==> config.mk <==
export PLATFORM = sky130hd
export DESIGN_NAME = bitmap_run_allocator
export DESIGN_NICKNAME = d
export VERILOG_FILES = /design/src/rtl/core/bra_pkg.sv /design/src/rtl/core/bra_ram.sv /design/src/rtl/core/bra_ctrl.sv /design/src/rtl/core/bra_datapath.sv /design/src/rtl/core/bitmap_run_allocator.sv
export SDC_FILE = /design/constraint.sdc
export NUM_CORES = 2
export LEC_CHECK = 0
export ABC_AREA = 1
export BUFFER_PORTS_ARGS = -buffer_cell sky130_fd_sc_hd__buf_2
export CAP_MARGIN = 40
export CORE_MARGIN = 3
export CORE_UTILIZATION = 25
export DETAILED_ROUTE_END_ITERATION = 7
export MAX_ROUTING_LAYER = met4
export PLACE_DENSITY_LB_ADDON = 0.3
export SYNTH_ARGS = -nofsm -noshare
export SYNTH_HDL_FRONTEND = slang
export SYNTH_HIERARCHICAL = 1
export SYNTH_SLANG_ARGS = --single-unit
==> constraint.sdc <==
create_clock -name clock -period 9.65 [get_ports clock]
set_input_delay 0.965 -clock clock [delete_from_list [all_inputs] [get_ports clock]]
set_output_delay 0.965 -clock clock [all_outputs]
set_load 0.02 [all_outputs]
==> src/rtl/core/bra_pkg.sv <==
// ----------------------------------------------------------------------------
// Bitmap run allocator package
// Shared payload types, request and status codes, and the control and status
// groups that pass between the controller and the datapath.
// ----------------------------------------------------------------------------
package bra_pkg;

   // Default number of map bytes and the reset value of the size register.
   localparam int          MAP_BYTES_DEFAULT  = 128;
   localparam logic [7:0]  ACTIVE_BYTES_RESET = 8'd128;

   // A unit index has 10 bits, so at most 128 bytes can ever be reached.
   localparam int          REACH_BYTES        = 128;

   // Request modes.
   localparam logic [1:0]  MODE_TEST   = 2'd0;
   localparam logic [1:0]  MODE_SET    = 2'd1;
   localparam logic [1:0]  MODE_CLEAR  = 2'd2;
   localparam logic [1:0]  MODE_SEARCH = 2'd3;

   // Result status codes.
   localparam logic [1:0]  STATUS_OK        = 2'd0;
   localparam logic [1:0]  STATUS_NOT_FOUND = 2'd1;
   localparam logic [1:0]  STATUS_RANGE     = 2'd2;

   // One request item.
   typedef struct packed {
      logic [1:0]  mode;
      logic [9:0]  unit_index;
      logic [10:0] run_length;
   } req_type;

   // One result item.
   typedef struct packed {
      logic [1:0]  status;
      logic        bit_used;
      logic [9:0]  run_start;
   } rsp_type;

   // Commands from the controller to the datapath.
   typedef struct packed {
      logic        load;        // capture the request
      logic        clr_step;    // zero one map byte of the clearing pass
      logic        rd_index;    // read the byte that holds the indexed unit
      logic        scan_first;  // start a search at byte zero
      logic        scan_next;   // advance the search by one byte
      logic        modify;      // read data of the indexed byte is present
      logic        respond;     // register a result this cycle
      logic [1:0]  rsp_status;  // status of that result
   } cmd_type;

   // Status from the datapath to the controller.
   typedef struct packed {
      logic        clear_last;  // clearing pass is at its last byte
      logic        is_search;   // captured request is a search
      logic        none_search; // search cannot find anything
      logic        out_range;   // captured index is beyond the active units
      logic        found;       // current byte completes the wanted run
      logic        last_byte;   // current byte is the last active byte
   } stat_type;

endpackage

==> src/rtl/core/bra_ram.sv <==
// ----------------------------------------------------------------------------
// Generic single-port-write RAM
// One write port and one read port with registered read data.
// ----------------------------------------------------------------------------
module bra_ram #(
   parameter int WIDTH = 8,
   parameter int DEPTH = 128
) (
   input  logic                                        clock,
   input  logic                                        wr_en,
   input  logic [((DEPTH > 1) ? $clog2(DEPTH) : 1)-1:0] wr_addr,
   input  logic [WIDTH-1:0]                            wr_data,
   input  logic                                        rd_en,
   input  logic [((DEPTH > 1) ? $clog2(DEPTH) : 1)-1:0] rd_addr,
   output logic [WIDTH-1:0]                            rd_data
);

   logic [WIDTH-1:0] mem_ff [DEPTH];
   logic [WIDTH-1:0] rd_data_ff;

   // Storage array with a registered read.
   always_ff @(posedge clock) begin
      if (wr_en) begin
         mem_ff[wr_addr] <= wr_data;
      end
      if (rd_en) begin
         rd_data_ff <= mem_ff[rd_addr];
      end
   end

   assign rd_data = rd_data_ff;

endmodule

==> src/rtl/core/bra_ctrl.sv <==
// ----------------------------------------------------------------------------
// Bitmap run allocator controller
// Sequences the clearing pass, single-bit requests and the byte-wise search.
// ----------------------------------------------------------------------------
module bra_ctrl import bra_pkg::*; (
   input  logic     clock,
   input  logic     reset,
   input  logic     start,
   output logic     busy,
   input  stat_type stat,
   output cmd_type  cmd
);

   typedef enum logic [2:0] {
      ST_CLEAR,
      ST_IDLE,
      ST_DECODE,
      ST_MODIFY,
      ST_SCAN
   } state_type;

   state_type state_ff;
   state_type state_in;
   logic      busy_ff;

   // Command decode for the current state.
   always_comb begin
      cmd = '0;
      state_in = state_ff;
      case (state_ff)
         ST_CLEAR: begin
            cmd.clr_step = 1'b1;
            if (stat.clear_last) begin
               state_in = ST_IDLE;
            end
         end
         ST_IDLE: begin
            cmd.load = start;
            if (start) begin
               state_in = ST_DECODE;
            end
         end
         ST_DECODE: begin
            if (stat.is_search) begin
               if (stat.none_search) begin
                  cmd.respond = 1'b1;
                  cmd.rsp_status = STATUS_NOT_FOUND;
                  state_in = ST_IDLE;
               end else begin
                  cmd.scan_first = 1'b1;
                  state_in = ST_SCAN;
               end
            end else if (stat.out_range) begin
               cmd.respond = 1'b1;
               cmd.rsp_status = STATUS_RANGE;
               state_in = ST_IDLE;
            end else begin
               cmd.rd_index = 1'b1;
               state_in = ST_MODIFY;
            end
         end
         ST_MODIFY: begin
            cmd.modify = 1'b1;
            cmd.respond = 1'b1;
            cmd.rsp_status = STATUS_OK;
            state_in = ST_IDLE;
         end
         ST_SCAN: begin
            if (stat.found) begin
               cmd.respond = 1'b1;
               cmd.rsp_status = STATUS_OK;
               state_in = ST_IDLE;
            end else if (stat.last_byte) begin
               cmd.respond = 1'b1;
               cmd.rsp_status = STATUS_NOT_FOUND;
               state_in = ST_IDLE;
            end else begin
               cmd.scan_next = 1'b1;
            end
         end
         default: begin
            state_in = ST_IDLE;
         end
      endcase
   end

   // State and the registered busy flag; reset starts the clearing pass.
   always_ff @(posedge clock) begin
      if (reset) begin
         state_ff <= ST_CLEAR;
         busy_ff  <= 1'b1;
      end else begin
         state_ff <= state_in;
         busy_ff  <= (state_in != ST_IDLE);
      end
   end

   assign busy = busy_ff;

endmodule

==> src/rtl/core/bra_datapath.sv <==
// ----------------------------------------------------------------------------
// Bitmap run allocator datapath
// Holds the size register, the request, the occupancy memory, the search
// pointers and run counter, and the result register.
// ----------------------------------------------------------------------------
module bra_datapath import bra_pkg::*; #(
   parameter int MAP_BYTES = MAP_BYTES_DEFAULT
) (
   input  logic       clock,
   input  logic       reset,
   input  req_type    req_data,
   input  logic       csr_write,
   input  logic [7:0] csr_data,
   input  cmd_type    cmd,
   output stat_type   stat,
   output logic       rsp_valid,
   output rsp_type    rsp_data
);

   localparam int AW        = (MAP_BYTES > 1) ? $clog2(MAP_BYTES) : 1;
   localparam int CAP_BYTES = (MAP_BYTES < REACH_BYTES) ? MAP_BYTES : REACH_BYTES;

   typedef struct packed {
      logic        found;
      logic [10:0] run;
      logic [9:0]  start;
   } scan_type;

   // Walk the eight units of one byte, lowest first, carrying the run length.
   function automatic scan_type scan_byte(input logic [7:0]  bits,
                                          input logic [10:0] run_in,
                                          input logic [10:0] len,
                                          input logic [9:0]  base);
      scan_type res;
      res.found = 1'b0;
      res.run   = run_in;
      res.start = '0;
      for (int j = 0; j < 8; j++) begin
         if (!res.found) begin
            if (bits[j]) begin
               res.run = '0;
            end else begin
               res.run = res.run + 11'd1;
               if (res.run == len) begin
                  res.found = 1'b1;
                  res.start = 10'({1'b0, base} + 11'(j) + 11'd1 - len);
               end
            end
         end
      end
      return res;
   endfunction

   req_type     req_ff;
   logic [7:0]  active_ff;
   logic [AW-1:0] clr_ff;
   logic [7:0]  cur_ff;
   logic [10:0] run_ff;
   rsp_type     rsp_ff;
   logic        rsp_valid_ff;

   logic [7:0]    eff_bytes;
   logic [7:0]    ram_rd;
   logic          ram_wr_en;
   logic [AW-1:0] ram_wr_addr;
   logic [7:0]    ram_wr_data;
   logic          ram_rd_en;
   logic [AW-1:0] ram_rd_addr;
   logic [AW-1:0] index_addr;
   logic [7:0]    bit_mask;
   logic          test_bit;
   scan_type      scan_res;

   // Active byte count, limited by the memory size and the index reach.
   assign eff_bytes = (active_ff > 8'(CAP_BYTES)) ? 8'(CAP_BYTES) : active_ff;

   // Decode of the captured request.
   assign index_addr = AW'(req_ff.unit_index[9:3]);
   assign bit_mask   = 8'd1 << req_ff.unit_index[2:0];
   assign test_bit   = ram_rd[req_ff.unit_index[2:0]];
   assign scan_res   = scan_byte(ram_rd, run_ff, req_ff.run_length, {cur_ff[6:0], 3'b000});

   assign stat.clear_last  = (clr_ff == AW'(MAP_BYTES - 1));
   assign stat.is_search   = (req_ff.mode == MODE_SEARCH);
   assign stat.none_search = (req_ff.run_length == '0) || (eff_bytes == '0);
   assign stat.out_range   = ({1'b0, req_ff.unit_index[9:3]} >= eff_bytes);
   assign stat.found       = scan_res.found;
   assign stat.last_byte   = ((cur_ff + 8'd1) == eff_bytes);

   // Memory write: zero fill during the clearing pass, else a bit update.
   always_comb begin
      ram_wr_en   = 1'b0;
      ram_wr_addr = index_addr;
      ram_wr_data = ram_rd;
      if (cmd.clr_step) begin
         ram_wr_en   = 1'b1;
         ram_wr_addr = clr_ff;
         ram_wr_data = '0;
      end else if (cmd.modify) begin
         case (req_ff.mode)
            MODE_SET: begin
               ram_wr_en   = 1'b1;
               ram_wr_data = ram_rd | bit_mask;
            end
            MODE_CLEAR: begin
               ram_wr_en   = 1'b1;
               ram_wr_data = ram_rd & ~bit_mask;
            end
            default: begin
               ram_wr_en = 1'b0;
            end
         endcase
      end
   end

   // Memory read address: the indexed byte, byte zero, or the next byte.
   always_comb begin
      ram_rd_en   = cmd.rd_index | cmd.scan_first | cmd.scan_next;
      ram_rd_addr = index_addr;
      if (cmd.scan_first) begin
         ram_rd_addr = '0;
      end else if (cmd.scan_next) begin
         ram_rd_addr = AW'(cur_ff[6:0] + 7'd1);
      end
   end

   bra_ram #(
      .WIDTH (8),
      .DEPTH (MAP_BYTES)
   ) u_ram (
      .clock   (clock),
      .wr_en   (ram_wr_en),
      .wr_addr (ram_wr_addr),
      .wr_data (ram_wr_data),
      .rd_en   (ram_rd_en),
      .rd_addr (ram_rd_addr),
      .rd_data (ram_rd)
   );

   // Control registers: size register, clearing counter and result strobe.
   always_ff @(posedge clock) begin
      if (reset) begin
         active_ff    <= ACTIVE_BYTES_RESET;
         clr_ff       <= '0;
         rsp_valid_ff <= 1'b0;
      end else begin
         if (csr_write) begin
            active_ff <= csr_data;
         end
         if (cmd.clr_step) begin
            clr_ff <= clr_ff + AW'(1);
         end
         rsp_valid_ff <= cmd.respond;
      end
   end

   // Request capture, search pointer and run counter.
   always_ff @(posedge clock) begin
      if (cmd.load) begin
         req_ff <= req_data;
      end
      if (cmd.scan_first) begin
         cur_ff <= '0;
         run_ff <= '0;
      end else if (cmd.scan_next) begin
         cur_ff <= cur_ff + 8'd1;
         run_ff <= scan_res.run;
      end
   end

   // Result register; fields not meant for the mode read as zero.
   always_ff @(posedge clock) begin
      if (cmd.respond) begin
         rsp_ff.status    <= cmd.rsp_status;
         rsp_ff.bit_used  <= cmd.modify && (req_ff.mode == MODE_TEST) && test_bit;
         rsp_ff.run_start <= ((cmd.rsp_status == STATUS_OK) && stat.is_search)
                             ? scan_res.start : '0;
      end
   end

   assign rsp_valid = rsp_valid_ff;
   assign rsp_data  = rsp_ff;

endmodule

==> src/rtl/core/bitmap_run_allocator.sv <==
// ----------------------------------------------------------------------------
// Bitmap run allocator
// First-fit occupancy map with one bit per unit: test, set, clear and
// free-run search.
// ----------------------------------------------------------------------------
// Usage:
//   A request is taken at a rising edge with start high and busy low. busy
//   stays high until the result is shown. Each result appears on rsp_data
//   for exactly one cycle with rsp_valid high; the receiver cannot stall it.
//   busy drops in that same cycle, so the next request can be transferred
//   while the result is on the ports.
//   Path from the accepted request to the result:
//     out-of-range index or empty search: result from the decode state,
//     test, set, clear: one memory read, then the write with the result,
//     search: one byte read per scan state up to the one that completes
//     the run, at most the active byte count.
//   The search reads the single memory port one byte per cycle; that port
//   sets the search rate.
//   Reset clears the map in a pass over all MAP_BYTES bytes, one byte a cycle,
//   with busy high. The size register is written over the csr_ channel,
//   which is always ready, including during the clearing pass.
// ----------------------------------------------------------------------------
module bitmap_run_allocator import bra_pkg::*; #(
   parameter int MAP_BYTES = MAP_BYTES_DEFAULT
) (
   input  logic       clock,
   input  logic       reset,
   input  logic       start,
   output logic       busy,
   input  req_type    req_data,
   output logic       rsp_valid,
   output rsp_type    rsp_data,
   input  logic       csr_valid,
   output logic       csr_ready,
   input  logic [7:0] csr_data
);

   cmd_type  cmd;
   stat_type stat;

   // The size register accepts a transfer in every cycle.
   assign csr_ready = 1'b1;

   bra_ctrl u_ctrl (
      .clock (clock),
      .reset (reset),
      .start (start),
      .busy  (busy),
      .stat  (stat),
      .cmd   (cmd)
   );

   bra_datapath #(
      .MAP_BYTES (MAP_BYTES)
   ) u_datapath (
      .clock     (clock),
      .reset     (reset),
      .req_data  (req_data),
      .csr_write (csr_valid && csr_ready),
      .csr_data  (csr_data),
      .cmd       (cmd),
      .stat      (stat),
      .rsp_valid (rsp_valid),
      .rsp_data  (rsp_data)
   );

endmodule

# After elaboration in Yosys (flattened, before gate mapping)
# Memories as Yosys holds them, arrays and structs flattened. A register that Yosys moved wholly into a read port is not among the register bits.
# Cells that the tools add are included.
dict set report op_classes {
  addsub 33
  magnitude_cmp 3
  eq_ne 18
  n_shift 1
  muxes 86
  n_bitwise 5
  n_reduce_logical 10
}
# op count
set ops {}
lappend ops {{10-bit two-way mux} 16}
lappend ops {{22-bit two-way mux} 7}
lappend ops {{11-bit by 1-bit adder with 11-bit output, second input constant} 8}
lappend ops {{11-bit == test} 8}
lappend ops {{11-bit two-way mux} 8}
lappend ops {{10-bit by 1-bit adder with 10-bit output, second input constant} 8}
lappend ops {{10-bit subtractor} 8}
lappend ops {{10-bit by 3-bit adder with 10-bit output, second input constant} 4}
lappend ops {{3-bit two-way mux} 11}
lappend ops {{1-bit two-way mux} 32}
lappend ops {{8-bit two-way mux} 3}
lappend ops {{7-bit two-way mux} 3}
lappend ops {{10-bit by 2-bit adder with 10-bit output, second input constant} 2}
lappend ops {{8-bit one-hot mux with 2 select lines} 1}
lappend ops {{7-bit by 1-bit adder with 7-bit output, second input constant} 2}
lappend ops {{3-bit one-hot mux with 4 select lines} 1}
lappend ops {{11-bit logical NOT} 1}
lappend ops {{3-bit one-hot mux with 3 select lines} 1}
lappend ops {{8-bit by 1-bit adder with 8-bit output, second input constant} 1}
lappend ops {{8-bit bitwise AND} 1}
lappend ops {{8-bit == test} 1}
lappend ops {{7-bit by 8-bit greater-or-equal comparator with 1-bit output} 1}
lappend ops {{8-bit greater-than comparator, second input constant} 1}
lappend ops {{8-bit logical NOT} 1}
lappend ops {{19 further kinds} 26}
dict set report word_totals {
  ff_bits 75
  ram_bits 1024
  in_bits 35
  output_inout_bits 16
  wordCells 170
  n_memories 1
}
# name depth word_bits read_ports rd_clocked_by_memory_dff write_ports line_no
set memory_table {}
lappend memory_table {u_datapath.u_ram.mem_ff 128 8 1 1 1 bra_ram.sv:18} ;# logic [WIDTH-1:0] mem_ff [DEPTH];

# Depth between registers and ports, before layout
dict set report depth {
  depth_word 41
  depth_mapped 90
  depth_no_buf 82
}

# By module
# The synthesis kept the hierarchy.
# mod instances cells_per_inst area_per_inst_um2 seq_area_each_um2
set modules_own_cells {}
lappend modules_own_cells {bra_ram 1 3575 42184.2 30989.7}
lappend modules_own_cells {bra_datapath 1 2046 11893.9 1781.7}
lappend modules_own_cells {bra_ctrl 1 59 349.1 80.1}
lappend modules_own_cells {bitmap_run_allocator 1 2 11.3 0.0}

# Least setup slack after synthesis
# OpenSTA, ideal clock, no wires.
dict set report synth_timing {
  kind {register -> register}
  startpoint {register u_datapath.run_ff[0]}
  endpoint {register u_datapath.u_ram.rd_data_ff[6], in the netlist u_datapath/u_ram/rd_data[6] (read register of u_datapath.u_ram.mem_ff), data pin}
  setup_time_ns 0.252
  arrival_time_ns 9.076
  required_ns 9.398
  setup_slack_ns 0.321
  path_stages_with_launch 86
  n_path_buf 9
  synth_period_minus_slack_ns 9.329
  path_cell_list {dfxtp_1 -> ha_1 -> inv_1 -> nor2_1 -> ha_1 -> nand4_1 -> nor2_2 -> nand3_2 -> nand2_1 -> nand2_1 -> nand2_1 -> nand2_1 -> nor2_1 -> nand2_1 -> nor2_1 -> nand3_2 -> buf_4 -> nand3_1 -> (+50 left out) -> inv_1 -> nor2_1 -> nand2_1 -> o21ai_0 -> buf_6 -> inv_8 -> buf_6 -> buf_4 -> nand2_1 -> nand3_1 -> nand3_1 -> nand3_1 -> nand2_1 -> nand2_1 -> nand3_1 -> nand2_1 -> nand2_1 -> nand2_1}
}
# item line_no
set synth_rtl {}
lappend synth_rtl {{start, declared} bra_datapath.sv:58} ;# logic [10:0] run_ff;
lappend synth_rtl {{start signal, assigned} bra_datapath.sv:167} ;# run_ff <= scan_res.run;
lappend synth_rtl {{end, declared} bra_ram.sv:19} ;# logic [WIDTH-1:0] rd_data_ff;

==> metrics.txt <==
Starting Density=0.2527; Max FO, Critical Path=10; ratio of cells with drive above 1 in the final layout=0.2570; pwr dens=146.0 nW/um^2; synth unique cells=65; Yosys top cell area share=0.5891; final max-slew violation count=0; Seq pwr share=0.508; setup ws final=356.5 ps; Iter 0 DRT Violations=4179; internal power=7.938 mW; crit path DAT=9800 ps; #FFs+latches synth=1107; Routed Antenna Nets=0; Rows=170; simple-gate share of the synthesized area=0.2954; clock buffer depth=3; Most Frequent Cell on Critical Path=nand2_1; Synth Area in Adders=0.01232; Max Cap Viol=0; Synth area leaders=edfxtp_1 (59%), nand2_1 (13%), nand3_1 (11%), nor2_1 (2.4%), inv_1 (1.8%); Detail Placement HPWL=124800 um; first-pass GRT wire length=272300 um; Comb pwr share=0.055; Worst-Skew Late Latency=800 ps; vias in the first global route=41190; post-synthesis xor/xnor area fraction=0.01103; Area Growth Syn to Fin=29.82%; # nets final=6341; number of synthesized flops with an enable pin=1068; fmax=107.6 MHz; mux contribution to synthesized area=0; TritonCTS buffer count=116; met2 Track Usage GR=0.2677; Psw=2.383 mW; Ys Warns=6; Root Buffer=clkbuf_16; Worst Path Required=10150 ps; pin count of the biggest net entering global routing=66; CTS clk-pin slew, worst paths=80 ps; final setup fails=0; Die Y=472.6 um; largest family of logic cells by synthesized area=simple AND/OR/NAND/NOR gates; dpl ws=-309.7 ps; min cycle time layout=9294 ps; Switching Share=0.2309; gr usage total=0.1650; GRT Max-Usage Layer=met2; grt met1 use=0.2189; Final Skew=88.84 ps; compound-gate portion of the synthesized area=0.02685; dpl cells=8812; CTS tree=yes; core area=215500 sq um; critical path capture point type=register; Avg Synthesized Cell Area=9.581 sq um; Syn Inst Count=5682; clock sinks=1107; Seq/Total Area, Yosys=0.6035; final WL=196100 um; I/O Buffers=49; delay-heaviest family, CP=simple AND/OR/NAND/NOR gates; GRT overflow=0; Worst VDD drop=167.3 uV; status=finished clean; CTS H-tree lvls=3; Residual DRC=0; commonest non-fill, non-tap cell in the layout=nand2_1; final hold viol count=0; I/O pin cnt=51; Final Non-Filler Cells=9198; Crit path buffers/inverters=16; Max stage delay on crit path=340 ps; initial antenna violation count=5; Synth Cell Area=54440 sq um; clock power share=0.436; final RePlAce weighted congestion=0.9039; Pleak=27.29 nW; most frequent cells in the layout=nand2_1 (1682), edfxtp_1 (1068), nand3_1 (924), buf_4 (496), nor2_1 (293); Crit Path Category=reg -> reg; # hold bufs at CTS=0; Synth area leader=edfxtp_1; vias=44320; die footprint=223400 sq um; Hold WC Path Type=in -> reg; vias per cell=4.818; Slew headroom=0.3678; syn_nets=5767; Async S/R FF share, synth=0; fraction of the cycle the final worst path needs=0.9631; Slowest-stage cell, CP=dfxtp_2; R2R Setup Slk=360 ps; met3 Use GR=0.01878; Detailed Routing Iterations Pass 1=6; total power=10.32 mW; Worst setup SP type=register; Die X=472.6 um; DR WL/cell=21.32 um; Worst Tran Pin Value=945.0 ps; RSZ-0062 raised after global routing=yes; Post-synth top flop=edfxtp_1
## cell type report
cell class                 instances  area (sq um)
clock inverter                    76         808.3
sequential                      1107         32860
timing repair inverter             4         50.05
antenna                            3         7.507
tap                             2838          3551
clock buffer                     143          3024
fill                           21820        144800
inverter                         291          1164
timing repair buffer             737          7859
multi-input combinational       3999         21350
## flip-flops by register name, summed over array words and instances (netlist names)
register and count:
u_datapath/run_ff 11, u_datapath/rsp_data 13, u_ctrl/state_ff 3, u_datapath/clr_ff 7, u_datapath/u_ram/rd_data 8, u_datapath/active_ff 8, u_datapath/rsp_valid 1, u_datapath/cur_ff 8
u_datapath/u_ram/mem_ff 1024, u_datapath/index_addr 7, u_datapath/req_ff 16, u_ctrl/busy 1
## per-layer routing
layer / vias to the layer above / wire, um
met5: - / 0
met4: 0 / 5365
met3: 287 / 12730
met2: 1543 / 93450
met1: 21840 / 84590
li1: 20650 / -
## power by group through the flow
stage	combinational [mW]	sequential (mW)	clock (mW)
final	0.573	5.25	4.50
after global routing	0.626	5.25	4.78
after CTS	0.526	5.24	4.58
after detailed placement	0.523	5.35	0
after global placement	0.517	5.35	0
after floorplan	0.330	5.34	0
## final timing paths
kind,cells after the start,to,startpoint
max,78,u_datapath/u_ram/rd_data[4]$_DFFE_PP_,u_datapath/run_ff[0]$_SDFFE_PP0P_
min,1,u_datapath/req_ff[3]$_DFFE_PP_,req_data[3]
max reg2reg,78,u_datapath/u_ram/rd_data[4]$_DFFE_PP_,u_datapath/run_ff[0]$_SDFFE_PP0P_
min reg2reg,2,u_datapath/clr_ff[6]$_SDFFE_PP0P_,u_datapath/clr_ff[6]$_SDFFE_PP0P_
## through the flow
step	hold WS (ps)	TNS (ps)	instance area (sq um)	util
2_1_floorplan	459.0	0	54440	-
3_3_place_gp	480.4	-1537	61230	0.2842
3_5_place_dp	490.1	-2119	61580	0.2858
4_1_cts	285.1	0	65830	0.3055
5_1_grt	315.8	-1262	70670	0.3280
6_report	343.1	0	70670	0.3280
## synth_stat cells, types with 5 or more instances
| cell | n |
|---|---|
| nand2_1 | 1848 |
| nand3_1 | 1185 |
| edfxtp_1 | 1068 |
| nor2_1 | 341 |
| inv_1 | 254 |
| buf_2 | 134 |
| o21ai_0 | 109 |
| a21oi_1 | 80 |
| nand2_2 | 58 |
| clkbuf_1 | 55 |
| xor2_1 | 54 |
| buf_4 | 45 |
| nand4_1 | 45 |
| ha_1 | 44 |
| dfxtp_1 | 39 |
| buf_6 | 33 |
| nor3_1 | 28 |
| inv_2 | 26 |
| nand3_2 | 24 |
| nor2_2 | 24 |
| nor2_4 | 18 |
| buf_1 | 17 |
| nand2_4 | 17 |
| o21ai_1 | 15 |
| xnor2_1 | 12 |
| o22ai_1 | 9 |
| clkinv_1 | 8 |
| nand3b_1 | 8 |
| a31oi_1 | 7 |
| fa_1 | 6 |
| o21ai_2 | 6 |
| nor2_8 | 5 |
## kinds of logic after synthesis
logic type | count (synthesis)
adders and majority gates | 50
xor gates and xnor gates | 67
buffers and inverters | 576
and+or+nand+nor | 3622
AOI/OAI and AO/OA | 259
other | 1
DFF | 1107
## repair_timing
action | 4_1_cts | 5_1_grt
resized for setup | 46 | 669
endpoints found under the setup margin | 8 | 8
setup buffers | 6 | 95
cloned | 5 | 59
pin swaps | 7 | 235
Note: power is estimated with default switching activity, not from simulation.
